$ cat src/sv/cbra_pkg.sv
// Package for the chunk bitmap run allocator: command and result words,
// ring slot and ring control structs, opcode and state enums.
// No dependencies.
package cbra_pkg;

    localparam int unsigned CHUNK_W   = 8;
    localparam int unsigned SIZE_W    = 13;
    localparam int unsigned MAP_DEPTH = 256;

    typedef enum logic {
        OP_ALLOC = 1'b0,
        OP_FREE  = 1'b1
    } op_t;

    typedef enum logic [1:0] {
        ST_IDLE,
        ST_SCAN,
        ST_DONE
    } state_t;

    typedef struct packed {
        op_t                op;
        logic [SIZE_W-1:0]  size_bytes;
        logic [CHUNK_W-1:0] start_chunk;
    } cbra_in_t;

    typedef struct packed {
        logic               ok;
        logic [CHUNK_W-1:0] run_start;
    } cbra_out_t;

    // One chunk's worth of ring state.
    typedef struct packed {
        logic used;
        logic tent;
    } slot_t;

    // Ring control, broadcast to every cell but the tail, which sees only shift.
    typedef struct packed {
        logic shift;
        logic clear_tent;
        logic commit;
    } ring_ctl_t;

endpackage

$ cat src/sv/cbra_cell.sv
// One cell of the chunk ring: holds the used and tentative bits of one chunk.
// Depends on cbra_pkg.
module cbra_cell (
    input  logic                clk,
    input  logic                rst_n,
    input  cbra_pkg::ring_ctl_t ctl,
    input  cbra_pkg::slot_t     nb_in,
    output cbra_pkg::slot_t     slot
);
    import cbra_pkg::*;

    slot_t slot_reg;
    slot_t slot_next;

    always_comb
    begin
        slot_next = slot_reg;
        if (ctl.shift)
        begin
            // Commit takes the tentative mark before it is dropped.
            slot_next.used = nb_in.used | (ctl.commit & nb_in.tent);
            slot_next.tent = nb_in.tent & ~ctl.clear_tent;
        end
    end

    always_ff @(posedge clk or negedge rst_n)
    begin
        if (!rst_n)
            slot_reg <= '0;
        else
            slot_reg <= slot_next;
    end

    assign slot = slot_reg;

endmodule

$ cat src/sv/cbra_ring.sv
// Row of chunk cells closed into a ring; the head cell is visible, the tail
// cell is fed from the head logic. Depends on cbra_pkg and cbra_cell.
module cbra_ring #(
    parameter int unsigned DEPTH = 256
) (
    input  logic                clk,
    input  logic                rst_n,
    input  cbra_pkg::ring_ctl_t ctl,
    input  cbra_pkg::slot_t     tail_in,
    output cbra_pkg::slot_t     head
);
    import cbra_pkg::*;

    slot_t     slots [DEPTH];
    ring_ctl_t tail_ctl;

    // The tail takes the head's finished value, so broadcasts skip it.
    always_comb
    begin
        tail_ctl            = '0;
        tail_ctl.shift      = ctl.shift;
    end

    for (genvar i = 0; i < DEPTH; i++)
    begin : g_cell
        if (i == DEPTH - 1)
        begin : g_tail
            cbra_cell u_cell (
                .clk   (clk),
                .rst_n (rst_n),
                .ctl   (tail_ctl),
                .nb_in (tail_in),
                .slot  (slots[i])
            );
        end
        else
        begin : g_body
            cbra_cell u_cell (
                .clk   (clk),
                .rst_n (rst_n),
                .ctl   (ctl),
                .nb_in (slots[i+1]),
                .slot  (slots[i])
            );
        end
    end

    assign head = slots[0];

endmodule

$ cat src/sv/chunk_bitmap_run_allocator.sv
// Top level of the chunk bitmap run allocator: command handshake, scan
// sequencer and head-of-ring logic. Depends on cbra_pkg and cbra_ring.
//
// The used map lives in a ring of cells, one per chunk, each holding a used
// and a tentative bit, cleared by reset. A word is taken when start is high
// and busy is low. Every command then rotates the ring exactly once round,
// one chunk past the head per clock; the result strobe follows the lap, and
// the next word can be taken in the cycle after the strobe. A command holds
// the block for one full lap whatever the command or its outcome; the lap
// length is the whole cost. busy stays high from the cycle after acceptance
// until the result has gone out. The result word sits on result for the
// single cycle that done is high and cannot be held off: take it then.
// Allocation marks free chunks tentatively as they pass the head, drops the
// marks when a used chunk or a page start breaks the run, and commits them
// all when the run is long enough in bytes, so the first fitting run inside
// one page wins. A free clears chunks starting at start_chunk, wrapping at
// the end of the pool, until the size is covered.
module chunk_bitmap_run_allocator #(
    parameter int unsigned PAGE_BYTES  = 4096,
    parameter int unsigned CHUNK_BYTES = 64,
    parameter int unsigned POOL_PAGES  = 4
) (
    input  logic                clk,
    input  logic                rst_n,
    input  logic                start,
    output logic                busy,
    input  cbra_pkg::cbra_in_t  cmd,
    output logic                done,
    output cbra_pkg::cbra_out_t result
);
    import cbra_pkg::*;

    localparam int unsigned CPP       = PAGE_BYTES / CHUNK_BYTES;
    localparam int unsigned TOTAL_RAW = POOL_PAGES * CPP;
    localparam int unsigned TOTAL     = (TOTAL_RAW > MAP_DEPTH) ? MAP_DEPTH : TOTAL_RAW;
    localparam bit          POOL_OK   = (TOTAL > 0);
    localparam int unsigned RING      = POOL_OK ? TOTAL : 1;
    localparam int unsigned CPP_R     = (CPP > 0) ? CPP : 1;
    localparam int unsigned IDX_W     = $clog2(CPP_R + 1);
    localparam int unsigned SPAN_W    = $clog2(RING * CHUNK_BYTES + 1);
    localparam int unsigned ACC_W     = (SPAN_W > SIZE_W + 1) ? SPAN_W : SIZE_W + 1;

    localparam logic [ACC_W-1:0]   C_ACC     = ACC_W'(CHUNK_BYTES);
    localparam logic [CHUNK_W-1:0] POS_LAST  = CHUNK_W'(RING - 1);
    localparam logic [IDX_W-1:0]   IDX_LAST  = IDX_W'(CPP_R - 1);
    localparam logic [CHUNK_W:0]   RING_EXT  = (CHUNK_W+1)'(RING);
    localparam logic [CHUNK_W:0]   TOTAL_EXT = (CHUNK_W+1)'(TOTAL);

    state_t    state_reg, state_next;
    logic      found_reg, found_next;
    cbra_in_t  cmd_reg, cmd_next;
    logic [CHUNK_W-1:0] pos_reg, pos_next;
    logic [CHUNK_W-1:0] run_reg, run_next;
    logic [IDX_W-1:0]   idx_reg, idx_next;
    logic [ACC_W-1:0]   acc_reg, acc_next;
    cbra_out_t res_reg, res_next;

    ring_ctl_t ctl;
    slot_t     head;
    slot_t     tail;

    logic accept;
    logic scanning;
    logic last;

    assign accept   = start && !busy;
    assign scanning = (state_reg == ST_SCAN);
    assign last     = (pos_reg == POS_LAST);

    // ---------------------------------------------------------------- FSM
    always_comb
    begin
        state_next = state_reg;
        unique case (state_reg)
            ST_IDLE: if (start) state_next = ST_SCAN;
            ST_SCAN: if (last)  state_next = ST_DONE;
            ST_DONE: state_next = ST_IDLE;
            default: state_next = ST_IDLE;
        endcase
    end

    always_comb
    begin
        unique case (state_reg)
            ST_IDLE: begin busy = 1'b0; done = 1'b0; end
            ST_SCAN: begin busy = 1'b1; done = 1'b0; end
            ST_DONE: begin busy = 1'b1; done = 1'b1; end
            default: begin busy = 1'b1; done = 1'b0; end
        endcase
    end

    // ------------------------------------------------------- head datapath
    always_comb
    begin
        logic [CHUNK_W:0]   d0;
        logic               free_ok;
        logic [ACC_W-1:0]   base;
        logic [ACC_W-1:0]   sum;
        logic [ACC_W-1:0]   size_ext;
        logic               new_run;
        logic               hit;
        logic               clr;

        d0       = (cmd.start_chunk == '0) ? '0 : (RING_EXT - {1'b0, cmd.start_chunk});
        free_ok  = (cmd.size_bytes != '0) && ({1'b0, cmd.start_chunk} < TOTAL_EXT);
        size_ext = ACC_W'(cmd_reg.size_bytes);
        new_run  = (idx_reg == '0) || (acc_reg == '0);
        base     = new_run ? '0 : acc_reg;
        sum      = base + C_ACC;
        hit      = 1'b0;
        clr      = 1'b0;

        ctl        = '0;
        ctl.shift  = scanning;
        tail       = head;
        cmd_next   = cmd_reg;
        pos_next   = pos_reg;
        idx_next   = idx_reg;
        acc_next   = acc_reg;
        run_next   = run_reg;
        found_next = found_reg;
        res_next   = res_reg;

        if (accept)
        begin
            cmd_next   = cmd;
            pos_next   = '0;
            idx_next   = '0;
            run_next   = '0;
            found_next = 1'b0;
            if (cmd.op == OP_FREE)
            begin
                // Byte offset of chunk 0 from the first chunk to release.
                acc_next           = ACC_W'(ACC_W'(d0) * C_ACC);
                res_next.ok        = free_ok;
                res_next.run_start = cmd.start_chunk;
            end
            else
            begin
                acc_next = '0;
                res_next = '0;
            end
        end
        else if (scanning)
        begin
            pos_next = pos_reg + 1'b1;
            idx_next = (idx_reg == IDX_LAST) ? '0 : idx_reg + 1'b1;

            if (cmd_reg.op == OP_ALLOC)
            begin
                if (POOL_OK && !found_reg && (cmd_reg.size_bytes != '0))
                begin
                    if (head.used)
                    begin
                        // Used chunk breaks the run: drop the marks.
                        acc_next       = '0;
                        ctl.clear_tent = 1'b1;
                        tail.tent      = 1'b0;
                    end
                    else
                    begin
                        hit            = (sum >= size_ext);
                        acc_next       = sum;
                        ctl.clear_tent = new_run || hit;
                        ctl.commit     = hit && !new_run;
                        tail.used      = hit;
                        tail.tent      = !hit && !last;
                        if (new_run)
                            run_next = pos_reg;
                        if (hit)
                        begin
                            found_next         = 1'b1;
                            res_next.ok        = 1'b1;
                            res_next.run_start = new_run ? pos_reg : run_reg;
                        end
                    end
                end
                if (last)
                begin
                    ctl.clear_tent = 1'b1;
                    tail.tent      = 1'b0;
                end
            end
            else
            begin
                // Offset restarts at the first chunk; clear while inside the size.
                if (pos_reg == cmd_reg.start_chunk)
                    base = '0;
                else
                    base = acc_reg;
                clr       = res_reg.ok && (base < size_ext);
                acc_next  = base + C_ACC;
                tail.used = head.used & ~clr;
            end
        end
    end

    cbra_ring #(
        .DEPTH (RING)
    ) u_ring (
        .clk     (clk),
        .rst_n   (rst_n),
        .ctl     (ctl),
        .tail_in (tail),
        .head    (head)
    );

    // ---------------------------------------------------------- registers
    always_ff @(posedge clk or negedge rst_n)
    begin
        if (!rst_n)
        begin
            state_reg <= ST_IDLE;
            found_reg <= 1'b0;
        end
        else
        begin
            state_reg <= state_next;
            found_reg <= found_next;
        end
    end

    always_ff @(posedge clk)
    begin
        cmd_reg <= cmd_next;
        pos_reg <= pos_next;
        idx_reg <= idx_next;
        acc_reg <= acc_next;
        run_reg <= run_next;
        res_reg <= res_next;
    end

    assign result = res_reg;

`ifndef SYNTHESIS
    a_done_then_idle: assert property (@(posedge clk) disable iff (!rst_n)
        done |=> !busy)
        else $error("allocator still busy after result");

    a_accept_busy: assert property (@(posedge clk) disable iff (!rst_n)
        (start && !busy) |=> (busy && !done))
        else $error("accepted word did not start a scan");

    a_found_alloc: assert property (@(posedge clk) disable iff (!rst_n)
        found_reg |-> (cmd_reg.op == OP_ALLOC))
        else $error("run found during a free");

    a_start_in_pool: assert property (@(posedge clk) disable iff (!rst_n)
        (done && result.ok && (cmd_reg.op == OP_ALLOC)) |-> (result.run_start <= POS_LAST))
        else $error("allocated run starts outside the pool");
`endif

endmodule
$ cat config.mk
export PLATFORM = sky130hd
export DESIGN_NAME = chunk_bitmap_run_allocator
export DESIGN_NICKNAME = d
export VERILOG_FILES = /design/src/sv/cbra_pkg.sv /design/src/sv/cbra_cell.sv /design/src/sv/cbra_ring.sv /design/src/sv/chunk_bitmap_run_allocator.sv
export SDC_FILE = /design/constraint.sdc
export NUM_CORES = 1
export LEC_CHECK = 0
export ABC_CLOCK_PERIOD_IN_PS = 6950
export BUFFER_PORTS_ARGS = -buffer_cell sky130_fd_sc_hd__buf_2
export CELL_PAD_IN_SITES_DETAIL_PLACEMENT = 1
export CELL_PAD_IN_SITES_GLOBAL_PLACEMENT = 1
export CORE_UTILIZATION = 55
export CTS_CLUSTER_DIAMETER = 40
export CTS_CLUSTER_SIZE = 28
export DETAILED_ROUTE_END_ITERATION = 16
export PLACE_DENSITY = 0.89
export SLEW_MARGIN = 40
export SYNTH_ARGS = -nofsm -noshare
export SYNTH_HDL_FRONTEND = slang
export SYNTH_SLANG_ARGS = --single-unit
$ cat constraint.sdc
create_clock -name clk -period 6.95 [get_ports clk]
set_clock_uncertainty 0.2 [all_clocks]
set_input_delay 0.695 -clock clk [delete_from_list [all_inputs] [get_ports clk]]
set_output_delay 0.695 -clock clk [all_outputs]
set_load 0.05 [all_outputs]
======== Word level (Yosys, flattened, before mapping) ========
Index checks and enable logic that the tools add are counted.
W data, S select, Z words.
operators by class
  add/sub/neg operators ................... 5
  magnitude comparators ................... 2
  eq/ne operators ......................... 9
  muxes and demuxes ....................... 46
  bitwise gates (word level) .............. 770
  reductions and logical operators ........ 25
operators by type and width
  operator                 count
  $and A1 B1 Y1            511
  $or A1 B1 Y1             255
  $mux W15                 11
  $mux W9                  8
  $add A15 B7 Y15 const B  2
  $reduce_bool A13 Y1      2
  $mux W1                  16
  $mux W2                  8
  $ge A15 B13 Y1           1
  $logic_not A15 Y1        1
  $lt A15 B13 Y1           1
  $sub A9 B8 Y9 const A    1
  $add A8 B1 Y8 const B    1
  $eq A8 B8 Y1             1
  $eq A8 B8 Y1 const B     1
  $logic_not A8 Y1         1
  $mux W8                  1
  $add A7 B1 Y7 const B    1
  $eq A7 B6 Y1 const B     1
  $logic_not A7 Y1         1
  $mux W7                  1
  $reduce_bool A2 Y1       3
  $logic_and A1 B1 Y1      5
  $reduce_and A5 Y1        1
  12 further kinds         22
storage, ports and cells
  register bits ........................... 584
  output and inout port bits .............. 11
  word-level logic and storage cells ...... 1380

======== Longest topological paths before layout ========
Gate-level depths: netlist (run 1).
  depth after elaboration ................. 14
  depth in mapped cells ................... 23

======== Cells and area by module ========
A second synthesis (run 1) with hierarchy kept.
unflattened totals
  cells, all modules ...................... 2498
  area, all modules ....................... 24798.8 um2
by module, submodules not included
  module                      instances  cells each  area an instance (um2)
  cbra_cell                   256        8           80.1
  chunk_bitmap_run_allocator  1          449         4295.4
  cbra_ring                   1          1           3.8

======== Least setup slack after synthesis (run 1) ========
OpenSTA, ideal clock, no wires.
  path kind ............................... register -> register
  start point ............................. reg idx_reg[6]
  end point ............................... reg u_ring.g_cell[0].g_body.u_cell.slot_reg, in the netlist u_ring.g_cell[0].g_body.u_cell.slot[0]
  setup time .............................. 121 ps
  data arrival time ....................... 3782 ps
  required time ........................... 6629 ps
  slack ................................... 2847 ps
  cell stages (with the launch flop) ...... 21
  buffers on the path ..................... 4
  clock period less this slack ............ 4103 ps
  path through ............................ dfxtp_1 or4_1 or2_0 buf_2 and2_1 clkbuf_1 nand2_1 inv_1 ha_1 nand3_1 nor2_1 xnor2_1 nor2_1 ha_1 nand4_1 a211oi_1 a21oi_1 a22o_4 buf_6 buf_6 a22o_1
between the ends
  word-level cells in the longest chain between the ends .. 14
RTL lines
  item                      RTL line                           text
  start: declaration        chunk_bitmap_run_allocator.sv:54   logic [IDX_W-1:0] idx_reg, idx_next;
  start signal: assignment  chunk_bitmap_run_allocator.sv:227  idx_reg <= idx_next;
  $logic_not A7 Y1 (*)      chunk_bitmap_run_allocator.sv:107  new_run = (idx_reg == '0) || (acc_reg == '0);
  $logic_or A1 B1 Y1 (*)    chunk_bitmap_run_allocator.sv:107
  $mux W15                  chunk_bitmap_run_allocator.sv:108  base = new_run ? '0 : acc_reg;
  $add A15 B7 Y15           chunk_bitmap_run_allocator.sv:109  sum = base + C_ACC;
  $ge A15 B13 Y1            chunk_bitmap_run_allocator.sv:162  hit = (sum >= size_ext);
  $logic_or A1 B1 Y1 (*)    chunk_bitmap_run_allocator.sv:164  ctl.clear_tent = new_run || hit;
  $mux W1 (*)               chunk_bitmap_run_allocator.sv:153  if (head.used)
  $mux W2 (*)               chunk_bitmap_run_allocator.sv:151  if (POOL_OK && !found_reg && (cmd_reg.size_bytes != '0))
  $mux W1 (*)               chunk_bitmap_run_allocator.sv:178  if (last)
  $mux W2 (*)               chunk_bitmap_run_allocator.sv:149  if (cmd_reg.op == OP_ALLOC)
  $mux W2 (*)               chunk_bitmap_run_allocator.sv:144  else if (scanning)
  $mux W2 (*)               chunk_bitmap_run_allocator.sv:124  if (accept)
  $not A1 Y1 (*)            cbra_cell.sv:22                    slot_next.tent = nb_in.tent & ~ctl.clear_tent;
  $and A1 B1 Y1 (*)         cbra_cell.sv:22
  end signal: assignment    cbra_cell.sv:31                    slot_reg <= slot_next;
  end: declaration          cbra_cell.sv:12                    slot_t slot_reg;
Mark *: on every way between the ends. The rest lies on a longest branch, timed or not.
A chain may end at the register's enable or synchronous reset.

======== Worst setup path after layout (run 1) ========
  start point ............................. reg idx_reg[1]
  end point ............................... reg u_ring.g_cell[145].g_body.u_cell.slot_reg, in the netlist u_ring.g_cell[145].g_body.u_cell.slot[0]
between the ends
  word-level cells in the longest chain between the ends .. 14
RTL lines
  item                    RTL line
  $logic_not A7 Y1 (*)    chunk_bitmap_run_allocator.sv:107
  $logic_or A1 B1 Y1 (*)  chunk_bitmap_run_allocator.sv:107
  $mux W15                chunk_bitmap_run_allocator.sv:108
  $add A15 B7 Y15         chunk_bitmap_run_allocator.sv:109
  $ge A15 B13 Y1          chunk_bitmap_run_allocator.sv:162
  $logic_or A1 B1 Y1 (*)  chunk_bitmap_run_allocator.sv:164
  $mux W1 (*)             chunk_bitmap_run_allocator.sv:153
  $mux W2 (*)             chunk_bitmap_run_allocator.sv:151
  $mux W1 (*)             chunk_bitmap_run_allocator.sv:178
  $mux W2 (*)             chunk_bitmap_run_allocator.sv:149
  $mux W2 (*)             chunk_bitmap_run_allocator.sv:144
  $mux W2 (*)             chunk_bitmap_run_allocator.sv:124
  $not A1 Y1 (*)          cbra_cell.sv:22
  $and A1 B1 Y1 (*)       cbra_cell.sv:22
  end signal: assignment  cbra_cell.sv:31
  end: declaration        cbra_cell.sv:12
Marked as above.

==> impl_results.md, run 1 <==
* Setup crit end kind: register
* Post-Synth XOR/XNOR Area at 0.01193
* Reg clk slew, reported paths at 0.06 ns
* Post-DR wirelength/cell at 23.34 um
* Leading area contributor after synthesis: dfrtp_1
* Vias per inst at 6.253
* Post-synth top flop: dfrtp_1
* DP Cell Count at 2601
* Sequential share of the synthesized area at 0.6080
* Total power at 0.01198 W
* CP Cell Sequence: inv_1 > ha_1 > nand2b_1 > or2_0 > and2_1 > nand2_1 > inv_1 > ha_1 > nand3_1 > xor2_1 > nor2_1 > ha_1 > and3_1 > o21ai_0 > o211ai_1 > a21oi_1 > a22o_4 > buf_12 > a22o_1
* Synth async-reset ratio at 0.8818
* Syn nets at about 2200
* DRT iter0 DRCs at 1336
* Synth Area in Simple Gates at 0.1167
* Crit Path Class: reg2reg
* Final WS setup at 1.434 ns
* Max FFs per register at 510
* Syn-to-layout area delta at 12.79%
* Root Buffer: clkbuf_16
* DP Worst Slack at 1.579 ns
* Design area at 27330 sq um
* #FFs+latches synth at 584
* Core area at ~43000 sq um
* RSZ-0062 raised after global routing: false
* WP data arrival at 5.86 ns
* Worst Reg-to-Reg Cells at 19
* YS warnings at 0
* Slew Limit Fails at 0
* Largest net degree at the start of global routing at 158
* Actual slew at the worst max-slew pin at 0.8028 ns
* DRT Pass-1 Iters at 5
* Main combinational cell family by area after synthesis: compound AO/OA/AOI/OAI gates
* Post-DP HPWL at 32.85 mm
* Fill count at about 4300
* Worst R2R Start: idx_reg[1]
* Layout cell share with drive strength beyond 1 at 0.09478
* Post-DP Area at between 20000 and 25000 sq um
* Lkg Pwr at 11.69 nW
* Hold Crit Class: in2reg
* CTS tree: yes
* Fin cells at 2748
* Yosys cell types at 53
* Gate Count Post-Synth at approximately 2100
* Die Area at ~45000 sq um
* Slew HR at 0.4648
* R2r setup slk at 1.43 ns
* Status: complete, no violations
* Hold EP: cmd_reg[18]
* Post-route setup TNS at 0 ns
* # IOs at 36
* Grt total ovfl at 0
* Remaining design rule violation count at 0
* Multiplexer share of the synthesized area at 0.003718
* Layout Nets at 2155
* EDFF count, synth at 46
* Worst vdd ir at around 0.34 mV
* Routability Congestion at 0.9251
* Syn_area_per_cell at 11.43 sq um
* Max Cap Viol at 0
* CTS max path bufs at 3
* Largest incremental delay on the critical path at 0.57 ns
* Site row count at 76
* Buffers added on ports at 35
* Die height at 211.9 um
* Antenna violations before repair at 0
* Compound-cell area share of the yosys netlist at 0.2055
* Fin crit share at 0.7937
* Number of global-route vias before repair at 19099
* Crit path required time at 7.30 ns
* Hold path startpoint: cmd[18]
* Synth Area in Adders at 0.01601
* Most used cell, CP: ha_1
* Final Routed Wirelength at roughly 64 mm
* Routed Antenna Nets at 0
* GRT Overall Usage at 0.2972
* Fin. Hold Viols at 0
* First-pass GRT wire length at about 110 mm
* H-tree Lvls at 3
* Fin crit period at 5.516 ns
* CTS Sinks at 584
* Max Freq at approximately 180 MHz
* Diodes inserted at 0
* Reg2reg end: u_ring.g_cell[145].g_body.u_cell.slot[0]
* Synth top area share at 0.5319
* CP Max Fanout at between 100 and 150
* P per Cell Area at 438.5 nW/um^2
* Via count at 17184
* Num CTS Buffers at 78
* Hold path cells at 1
* Worst-Skew Late Latency at 0.64 ns
* Starting density of the core at 0.5599
* Crit path launch type: register
* Final setup violation count at 0
* Synth top area cells: dfrtp_1 (53%), a22o_1 (9.3%), o2bb2ai_1 (9.3%)
* Mapped cell area at 24230 sq um
* CP max-delay cell: and2_1
* DIE WIDTH at 211.9 um
==> power breakdown <==
part	total [W]	internal (W)	switching [W]	leakage, nW
clock network	0.00404	0.00232	0.00172	1.27
registers	0.00502	0.00435	0.000672	7.04
logic	0.00292	0.000974	0.00195	3.38
==> metrics by stage <==
step	util	hold WS (ns)
2_1_floorplan	-	0.1994
3_3_place_gp	0.5676	0.2752
3_5_place_dp	0.5697	0.2864
4_1_cts	0.6302	0.03389
5_1_grt	0.6316	0.05463
6_report	0.6316	0.05854
==> worst max-delay path: cells and delay by family (launching register included) <==
| kind | cells | cell delay [ns] |
|---|---|---|
| compound gates | 5 | 1.37 |
| xor+xnor | 1 | 0.18 |
| fa+ha+maj | 3 | 0.70 |
| buf+inv | 3 | 0.72 |
| flops | 1 | 0.40 |
| simple gates | 7 | 1.79 |
==> how the worst max path moves through the flow <==
stage / start / endpoint / slack, ns
after global placement: idx_reg[0] / u_ring.g_cell[125].g_body.u_cell.slot[1] / 1.88
after floorplan: idx_reg[6] / u_ring.g_cell[0].g_body.u_cell.slot[0] / 2.85
after detailed placement: idx_reg[0] / u_ring.g_cell[128].g_body.u_cell.slot[1] / 1.58
after global routing: idx_reg[0] / u_ring.g_cell[145].g_body.u_cell.slot[0] / 1.06
final: idx_reg[1] / u_ring.g_cell[145].g_body.u_cell.slot[0] / 1.43
after CTS: idx_reg[1] / u_ring.g_cell[88].g_body.u_cell.slot[0] / 1.52
==> cells in the final DEF, fill, tap and decap left out, types with 4 or more instances in the layout <==
master / instances
a211oi_1: 5
a21o_1: 5
a21oi_1: 19
a22o_1: 257
a31oi_1: 10
and2_1: 22
and3_1: 7
buf_12: 8
buf_16: 5
buf_2: 34
buf_4: 9
clkbuf_1: 8
clkbuf_16: 79
clkbuf_8: 9
clkinv_2: 8
clkinv_4: 6
clkinvlp_4: 6
dfrtp_1: 515
dfxtp_1: 23
edfxtp_1: 46
ha_1: 31
inv_1: 19
inv_6: 16
inv_8: 5
mux2i_1: 9
nand2_1: 54
nand2b_1: 4
nand3_1: 8
nand4_1: 15
nor2_1: 546
nor2b_1: 4
nor3_1: 7
nor4_1: 11
o21ai_0: 16
o22ai_1: 4
o2bb2ai_1: 256
xnor2_1: 11
xor2_1: 22
==> area by class of cell <==
class	count	area (sq um)	share of cell area
clock inverters	48	476.7	0.01745
repair buffers	60	583.1	0.02134
flip-flops and latches	584	14730	0.5390
multi-input cells	1355	8600	0.3147
well taps	585	732.0	0.02679
inverters	20	75.07	0.002747
clock buffers	96	2131	0.07798
==> cell usage after synthesis (all sizes together), types with 3 or more instances <==
cell	instances
mux2i	9
o21ai	17
xor2	22
nand3	8
a22o	258
ha	31
dfxtp	23
a31oi	10
clkbuf	104
a211oi	5
nand4	15
edfxtp	46
nor3	8
and3	7
xnor2	11
o22ai	4
or2	4
and2	22
a21oi	19
nor2b	5
nor2	547
inv	19
or3	3
dfrtp	515
nand2b	5
buf	57
o2bb2ai	256
nor4	11
nand2	55
a21o	5
==> per-layer routing <==
layer / share of wire / up-vias / wire length, um / global-route usage
met4: 0.028 / 0 / 1788 / 0.1162
met2: 0.53 / 405 / 33780 / 0.5228
li1: - / 7577 / - / -
met3: 0.035 / 145 / 2226 / 0.04050
met5: 0 / - / 0 / 0
met1: 0.41 / 9057 / 26330 / 0.3717
==> timing repair <==
item	in CTS	in global routing
buffers inserted	0	0
endpoints found under the hold margin	77	0
hold buffers	1	0
resized for setup	0	0
==> cell families (layout without fill, tap and decap cells) <==
logic type / count (synthesis) / after routing
adder cells (fa/ha/maj): 31 / 31
AO/OA/AOI/OAI: 589 / 589
buffers and inverters: 181 / 224
multiplexers: 9 / 9
AND/OR/NAND/NOR: 693 / 693
XOR/XNOR: 33 / 33
flip-flops: 584 / 584
Power figures use the tool's default switching activity.
==> run 2: changes to the inputs <==
--- a/config.mk
+++ b/config.mk
@@ -5,15 +5,15 @@
 export SDC_FILE = /design/constraint.sdc
 export NUM_CORES = 1
 export LEC_CHECK = 0
-export ABC_CLOCK_PERIOD_IN_PS = 6950
+export ABC_CLOCK_PERIOD_IN_PS = 4750
 export BUFFER_PORTS_ARGS = -buffer_cell sky130_fd_sc_hd__buf_2
 export CELL_PAD_IN_SITES_DETAIL_PLACEMENT = 1
 export CELL_PAD_IN_SITES_GLOBAL_PLACEMENT = 1
-export CORE_UTILIZATION = 55
+export CORE_UTILIZATION = 46
 export CTS_CLUSTER_DIAMETER = 40
 export CTS_CLUSTER_SIZE = 28
 export DETAILED_ROUTE_END_ITERATION = 16
-export PLACE_DENSITY = 0.89
+export PLACE_DENSITY = 0.8
 export SLEW_MARGIN = 40
 export SYNTH_ARGS = -nofsm -noshare
 export SYNTH_HDL_FRONTEND = slang
==> constraint.sdc (replaced) <==
create_clock -name clk -period 4.75 [get_ports clk]
set_clock_uncertainty 0.2 [all_clocks]
set_input_delay 0.475 -clock clk [delete_from_list [all_inputs] [get_ports clk]]
set_output_delay 0.475 -clock clk [all_outputs]
set_load 0.05 [all_outputs]
==> impl_results.md, run 2 (synthesis gave the netlist of run 1 again) <==
* Status: complete, no violations
* GRT Overall Usage at 0.2134
* Remaining design rule violation count at 0
* Lkg Pwr at 11.96 nW
* Hold path cells at 1
* Grt peak-use layer: met2
* Hold path startpoint: cmd[21]
* CP Max Fanout at 88
* Worst Setup SP: acc_reg[14]
* CTS Sinks at 584
* Buffers added on ports at 35
* DRT iter0 DRCs at ~1100
* Fin. Hold Viols at 0
* Actual slew at the worst max-slew pin at about 0.83 ns
* Slew Limit Fails at 0
* GRT met3 Usage at 0.03383
* Layout Nets at 2194
* Layout cell share with drive strength beyond 1 at 0.1049
* Num CTS Buffers at 80
* First-pass GRT wire length at 94.32 mm
* Crit Path Class: reg2reg
* Post-route setup TNS at 0 ns
* RSZ-0062 raised after global routing: false
* Crit path launch type: register
* P per Cell Area at 630.1 nW/um^2
* Met1 usage at 0.2800
* Worst-Skew Late Latency at 0.62 ns
* WP data arrival at 4.72 ns
* Setup crit end kind: register
* Most frequent cells in the layout: nor2_1 (546), dfrtp_1 (515), a22o_1 (257)
* CTS max path bufs at 3
* Vias per inst at between 5 and 6
* Max FFs per register at 510
* Syn-to-layout area delta at 15.59%
* Crit path required time at 5.07 ns
* Grt total ovfl at 0
* Starting density of the core at 0.4685
* Die height at 231.5 um
* # IOs at 36
* Routability Congestion at 0.8551
* Fin crit share at 0.9249
* Hold Crit Class: in2reg
* Number of global-route vias before repair at approximately 18000
* Fin crit period at roughly 4.4 ns
* Max Freq at 227.6 MHz
* Slew HR at 0.4449
* Worst Reg-to-Reg Cells at 18
* Critical path endpoint: u_ring.g_cell[165].g_body.u_cell.slot[1]
* CTS tree: yes
* Final Routed Wirelength at 54.96 mm
* Post-DP HPWL at 30.63 mm
* R2r setup slk at 0.36 ns
* Reg2reg end: u_ring.g_cell[165].g_body.u_cell.slot[1]
* Final setup violation count at 0
* Met2 Use GR at 0.3567
* Worst vdd ir at 0.3361 mV
* Worst R2R Start: acc_reg[14]
* Site row count at 83
* Antenna violations before repair at 0
* Via count at 16841
* Post-DR wirelength/cell at between 15 and 20 um
* Diodes inserted at 0
* Die Area at 53590 sq um
* Max Cap Viol at 0
* Layout Utilization at 0.5415
* H-tree Lvls at 3
* Core area at between 50000 and 60000 sq um
* Reg clk slew, reported paths at 0.05 ns
* Leading cell type in the layout, fill and taps excluded: nor2_1
* DIE WIDTH at between 200 and 250 um
* Routed Antenna Nets at 0
* Largest net degree at the start of global routing at about 150
* DRT Pass-1 Iters at 5
* Root Buffer: clkbuf_16
[run 2: changes by cell type in the layout (fill, tap and decap cells not counted), moves of 4 or more]
cell / previous run / this run
dlygate4sd3_1: 1 / 22
buf_4: 9 / 19
bufinv_16: 2 / 10
clkinv_4: 6 / 14
buf_12: 8 / 15
inv_6: 16 / 11
buf_16: 5 / 1
clkbuf_1: 8 / 4
clkbuf_8: 9 / 5
[run 2: layout make-up]
cell class	instances	area, sq um
Clock inverter	56	680.7
Inverter	20	75.07
Tap cell	680	850.8
Sequential cell	584	14730
Timing Repair Buffer	96	920.9
Clock buffer	91	2136
Multi-Input combinational cell	1356	8612
Fill cell	5259	23710
[run 2: worst min path at each step]
stage                  end  slack [ns]
2_1_floorplan    found_reg       -0.02
6_report       cmd_reg[21]        0.07
3_3_place_gp    run_reg[7]        0.27
4_1_cts        cmd_reg[21]        0.03
5_1_grt        cmd_reg[21]        0.05
3_5_place_dp    idx_reg[1]        0.29
[run 2: layer usage]
metal | vias up | part of all wire
met5 | - | 0
met4 | 0 | 0.022
met3 | 91 | 0.033
met2 | 230 | 0.50
met1 | 8837 | 0.45
li1 | 7683 | -
[run 2: power by group]
group / internal [W] / switching (W) / leakage [nW]
clock: 0.00385 / 0.00239 / 1.38
sequential: 0.00636 / 0.000826 / 7.04
combinational: 0.00153 / 0.00268 / 3.55
[run 2: worst max-delay path: stages (launching register included)]
cell	delay (ns)
edfxtp_1	0.50
nor4_1	0.45
nand4_1	0.21
and2_1	0.22
nand2_1	0.11
inv_1	0.06
ha_1	0.23
nand3_1	0.13
nor2_1	0.07
xnor2_1	0.13
nor2_1	0.07
ha_1	0.30
nand4_1	0.14
a211oi_2	0.33
a211oi_1	0.16
nor3_2	0.24
buf_12	0.17
buf_12	0.34
o2bb2ai_1	0.17
[run 2: timing repair]
item                                    4_1_cts  5_1_grt
endpoints found under the setup margin        0       95
resized for setup                             0        2
hold endpoints to repair                    101        0
setup buffers                                 0        0
hold buffers                                 22        0
[run 2: through the flow]
stage / cells / area [sq um] / worst slack, ns / hold WS [ns] / power [W]
after global placement: 2712 / 24910 / 0.3248 / 0.2748 / 0.01107
after floorplan: 2120 / 24230 / 0.6475 / -0.02059 / 0.01022
after global routing: 2883 / 28000 / 0.09171 / 0.05027 / 0.01869
final: 2883 / 28000 / 0.3568 / 0.06666 / 0.01765
after CTS: 2882 / 27980 / 0.2977 / 0.02525 / 0.01778
after detailed placement: 2713 / 24940 / 0.3493 / 0.2917 / 0.01140
==> run 3: changes to the inputs <==
--- a/config.mk
+++ b/config.mk
@@ -14,6 +14,7 @@
 export CTS_CLUSTER_SIZE = 28
 export DETAILED_ROUTE_END_ITERATION = 16
 export PLACE_DENSITY = 0.8
+export RECOVER_POWER = 25
 export SLEW_MARGIN = 40
 export SYNTH_ARGS = -nofsm -noshare
 export SYNTH_HDL_FRONTEND = slang
==> impl_results.md, run 3 (synthesis gave the netlist of run 1 again) <==
* Fin crit period at 4.389 ns
* Crit path required time at 5.08 ns
* Worst-Skew Late Latency at ~0.62 ns
* Post-route setup TNS at 0 ns
* Failing checks: capacitance limit, slew limit
* Final setup violation count at 0
* R2r setup slk at roughly 0.36 ns
* Antenna violations before repair at 0
* Grt total ovfl at 0
* First-pass GRT wire length at 94.32 mm
* Slew Limit Fails at 219
* WP data arrival at 4.71 ns
* P per Cell Area at 631.9 nW/um^2
* Crit path launch type: register
* Max FFs per register at 510
* Max Cap Viol at 3
* Setup crit end kind: register
* Site row count at 83
* CTS tree: yes
* Max Freq at 227.8 MHz
* Number of global-route vias before repair at 18350
* Core area at 51720 sq um
* WL met1 at 24.64 mm
* Via count at 16807
* Fin. Hold Viols at 0
* Post-DP HPWL at 30.63 mm
* CP Max Fanout at 88
* Switching portion of total power at 0.3346
* Hold Crit Class: in2reg
* Met2 WL at around 27 mm
* WL met3 at 1.756 mm
* Die Area at between 50000 and 60000 sq um
* Slew HR at -0.5993
* DIE WIDTH at about 230 um
* Reg clk slew, reported paths at 0.05 ns
* Layout Utilization at 0.5398
* # IOs at 36
* Actual slew at the worst max-slew pin at 2.399 ns
* Cell internal pwr at 0.01174 W
* Combinational Power Share at 0.239
* Remaining design rule violation count at 0
* Die height at ~230 um
* Final Routed Wirelength at between 50 and 60 mm
* Buffers added on ports at 35
* Routability Congestion at 0.8551
* Routed Antenna Nets at 0
* Post-DR wirelength/cell at ~19 um
* Largest incremental delay on the critical path at 0.50 ns
* CTS max path bufs at 3
* Fill count at 5280
* Status: finished with violations
* DRT iter0 DRCs at 1121
* Crit Path Class: reg2reg
* Syn-to-layout area delta at 15.23%
* Sequential power share at 0.407
* Lkg Pwr at roughly 12 nW
* CP max-delay cell: edfxtp_1
* H-tree Lvls at 3
* Worst vdd ir at around 0.34 mV
* Layout Nets at 2194
* Vias per inst at slightly below 6
* CP Cell Sequence: nor4_1 > nand4_1 > and2_1 > nand2_1 > inv_1 > ha_1 > nand3_1 > nor2_1 > xnor2_1 > nor2_1 > ha_1 > nand4_1 > a211oi_2 > a211oi_1 > nor3_2 > buf_12 > buf_12 > o2bb2ai_1
* Switching pwr at 0.005902 W
* Largest net degree at the start of global routing at between 100 and 150
* Power share of the clock group at 0.354
* Diodes inserted at 0
* RSZ-0062 raised after global routing: false
* Fin crit share at 0.9240
* Leading cell type in the layout, fill and taps excluded: nor2_1
* DRT Pass-1 Iters at 5
* Most frequent cells in the layout: nor2_1 (546), dfrtp_1 (515), a22o_1 (257)
* Starting density of the core at 0.4685
* GRT Overall Usage at 0.2134
* Total power at 0.01764 W
* Num CTS Buffers at 80
* Root Buffer: clkbuf_16
* Layout cell share with drive strength beyond 1 at 0.09442
* Setup bufs post-CTS at 0
* Top routing layer in use: met4
* CTS Sinks at slightly below 600
run 3: timing repair:
| item | CTS | global route |
|---|---|---|
| resized for setup | 0 | 2 |
| hold buffers | 22 | 0 |
| endpoints found under the setup margin | 0 | 95 |
| endpoints found under the hold margin | 101 | 0 |
run 3: layout make-up:
class | instances | area (sq um) | share of cell area
well taps | 680 | 850.8 | 0.03048
clock buffers | 91 | 2136 | 0.07651
inverters | 20 | 75.07 | 0.002689
multi-input cells | 1356 | 8605 | 0.3082
repair buffers | 96 | 840.8 | 0.03012
clock inverters | 56 | 680.7 | 0.02438
flip-flops and latches | 584 | 14730 | 0.5276
run 3: per-stage QoR:
stage	instances	setup slack (ns)	cell area (sq um)	hold slack [ns]
6_report	2883	0.3611	27920	0.2098
5_1_grt	2883	0.09171	27920	0.2001
4_1_cts	2882	0.2977	27980	0.02525
3_5_place_dp	2713	0.3493	24940	0.2917
3_3_place_gp	2712	0.3248	24910	0.2748
2_1_floorplan	2120	0.6475	24230	-0.02059
run 3: critical path: cells and delay by family, from the launching register on:
family / cells / cell delay (ns)
xor gates and xnor gates: 1 / 0.14
and+or+nand+nor: 9 / 1.64
adders and majority gates: 2 / 0.52
AOI/OAI and AO/OA: 3 / 0.67
buffers and inverters: 3 / 0.58
DFF: 1 / 0.50
run 3: power groups by stage:
stage	clock [W]	combinational, W	sequential, W
2_1_floorplan	0	0.00321	0.00701
3_3_place_gp	0	0.00391	0.00716
3_5_place_dp	0	0.00416	0.00724
4_1_cts	0.00636	0.00423	0.00719
5_1_grt	0.00658	0.00477	0.00734
6_report	0.00625	0.00421	0.00719
run 3: worst paths after layout:
path | end | startpoint | cells past startpoint
worst max-delay path | u_ring.g_cell[139].g_body.u_cell.slot[1] | acc_reg[14] | 18
worst min-delay path | cmd_reg[21] | cmd[21] | 1
worst max register to register | u_ring.g_cell[139].g_body.u_cell.slot[1] | acc_reg[14] | 18
worst min register to register | idx_reg[6] | idx_reg[6] | 1
max in group asynchronous | u_ring.g_cell[131].g_body.u_cell.slot[1] | rst_n | 3
min in group asynchronous | found_reg | rst_n | 2
run 3: layer usage:
| layer | GRT usage | vias up |
|---|---|---|
| met5 | 0 | - |
| met4 | 0.07885 | 0 |
| met3 | 0.03383 | 89 |
| met2 | 0.3567 | 216 |
| met1 | 0.2800 | 8820 |
| li1 | - | 7682 |
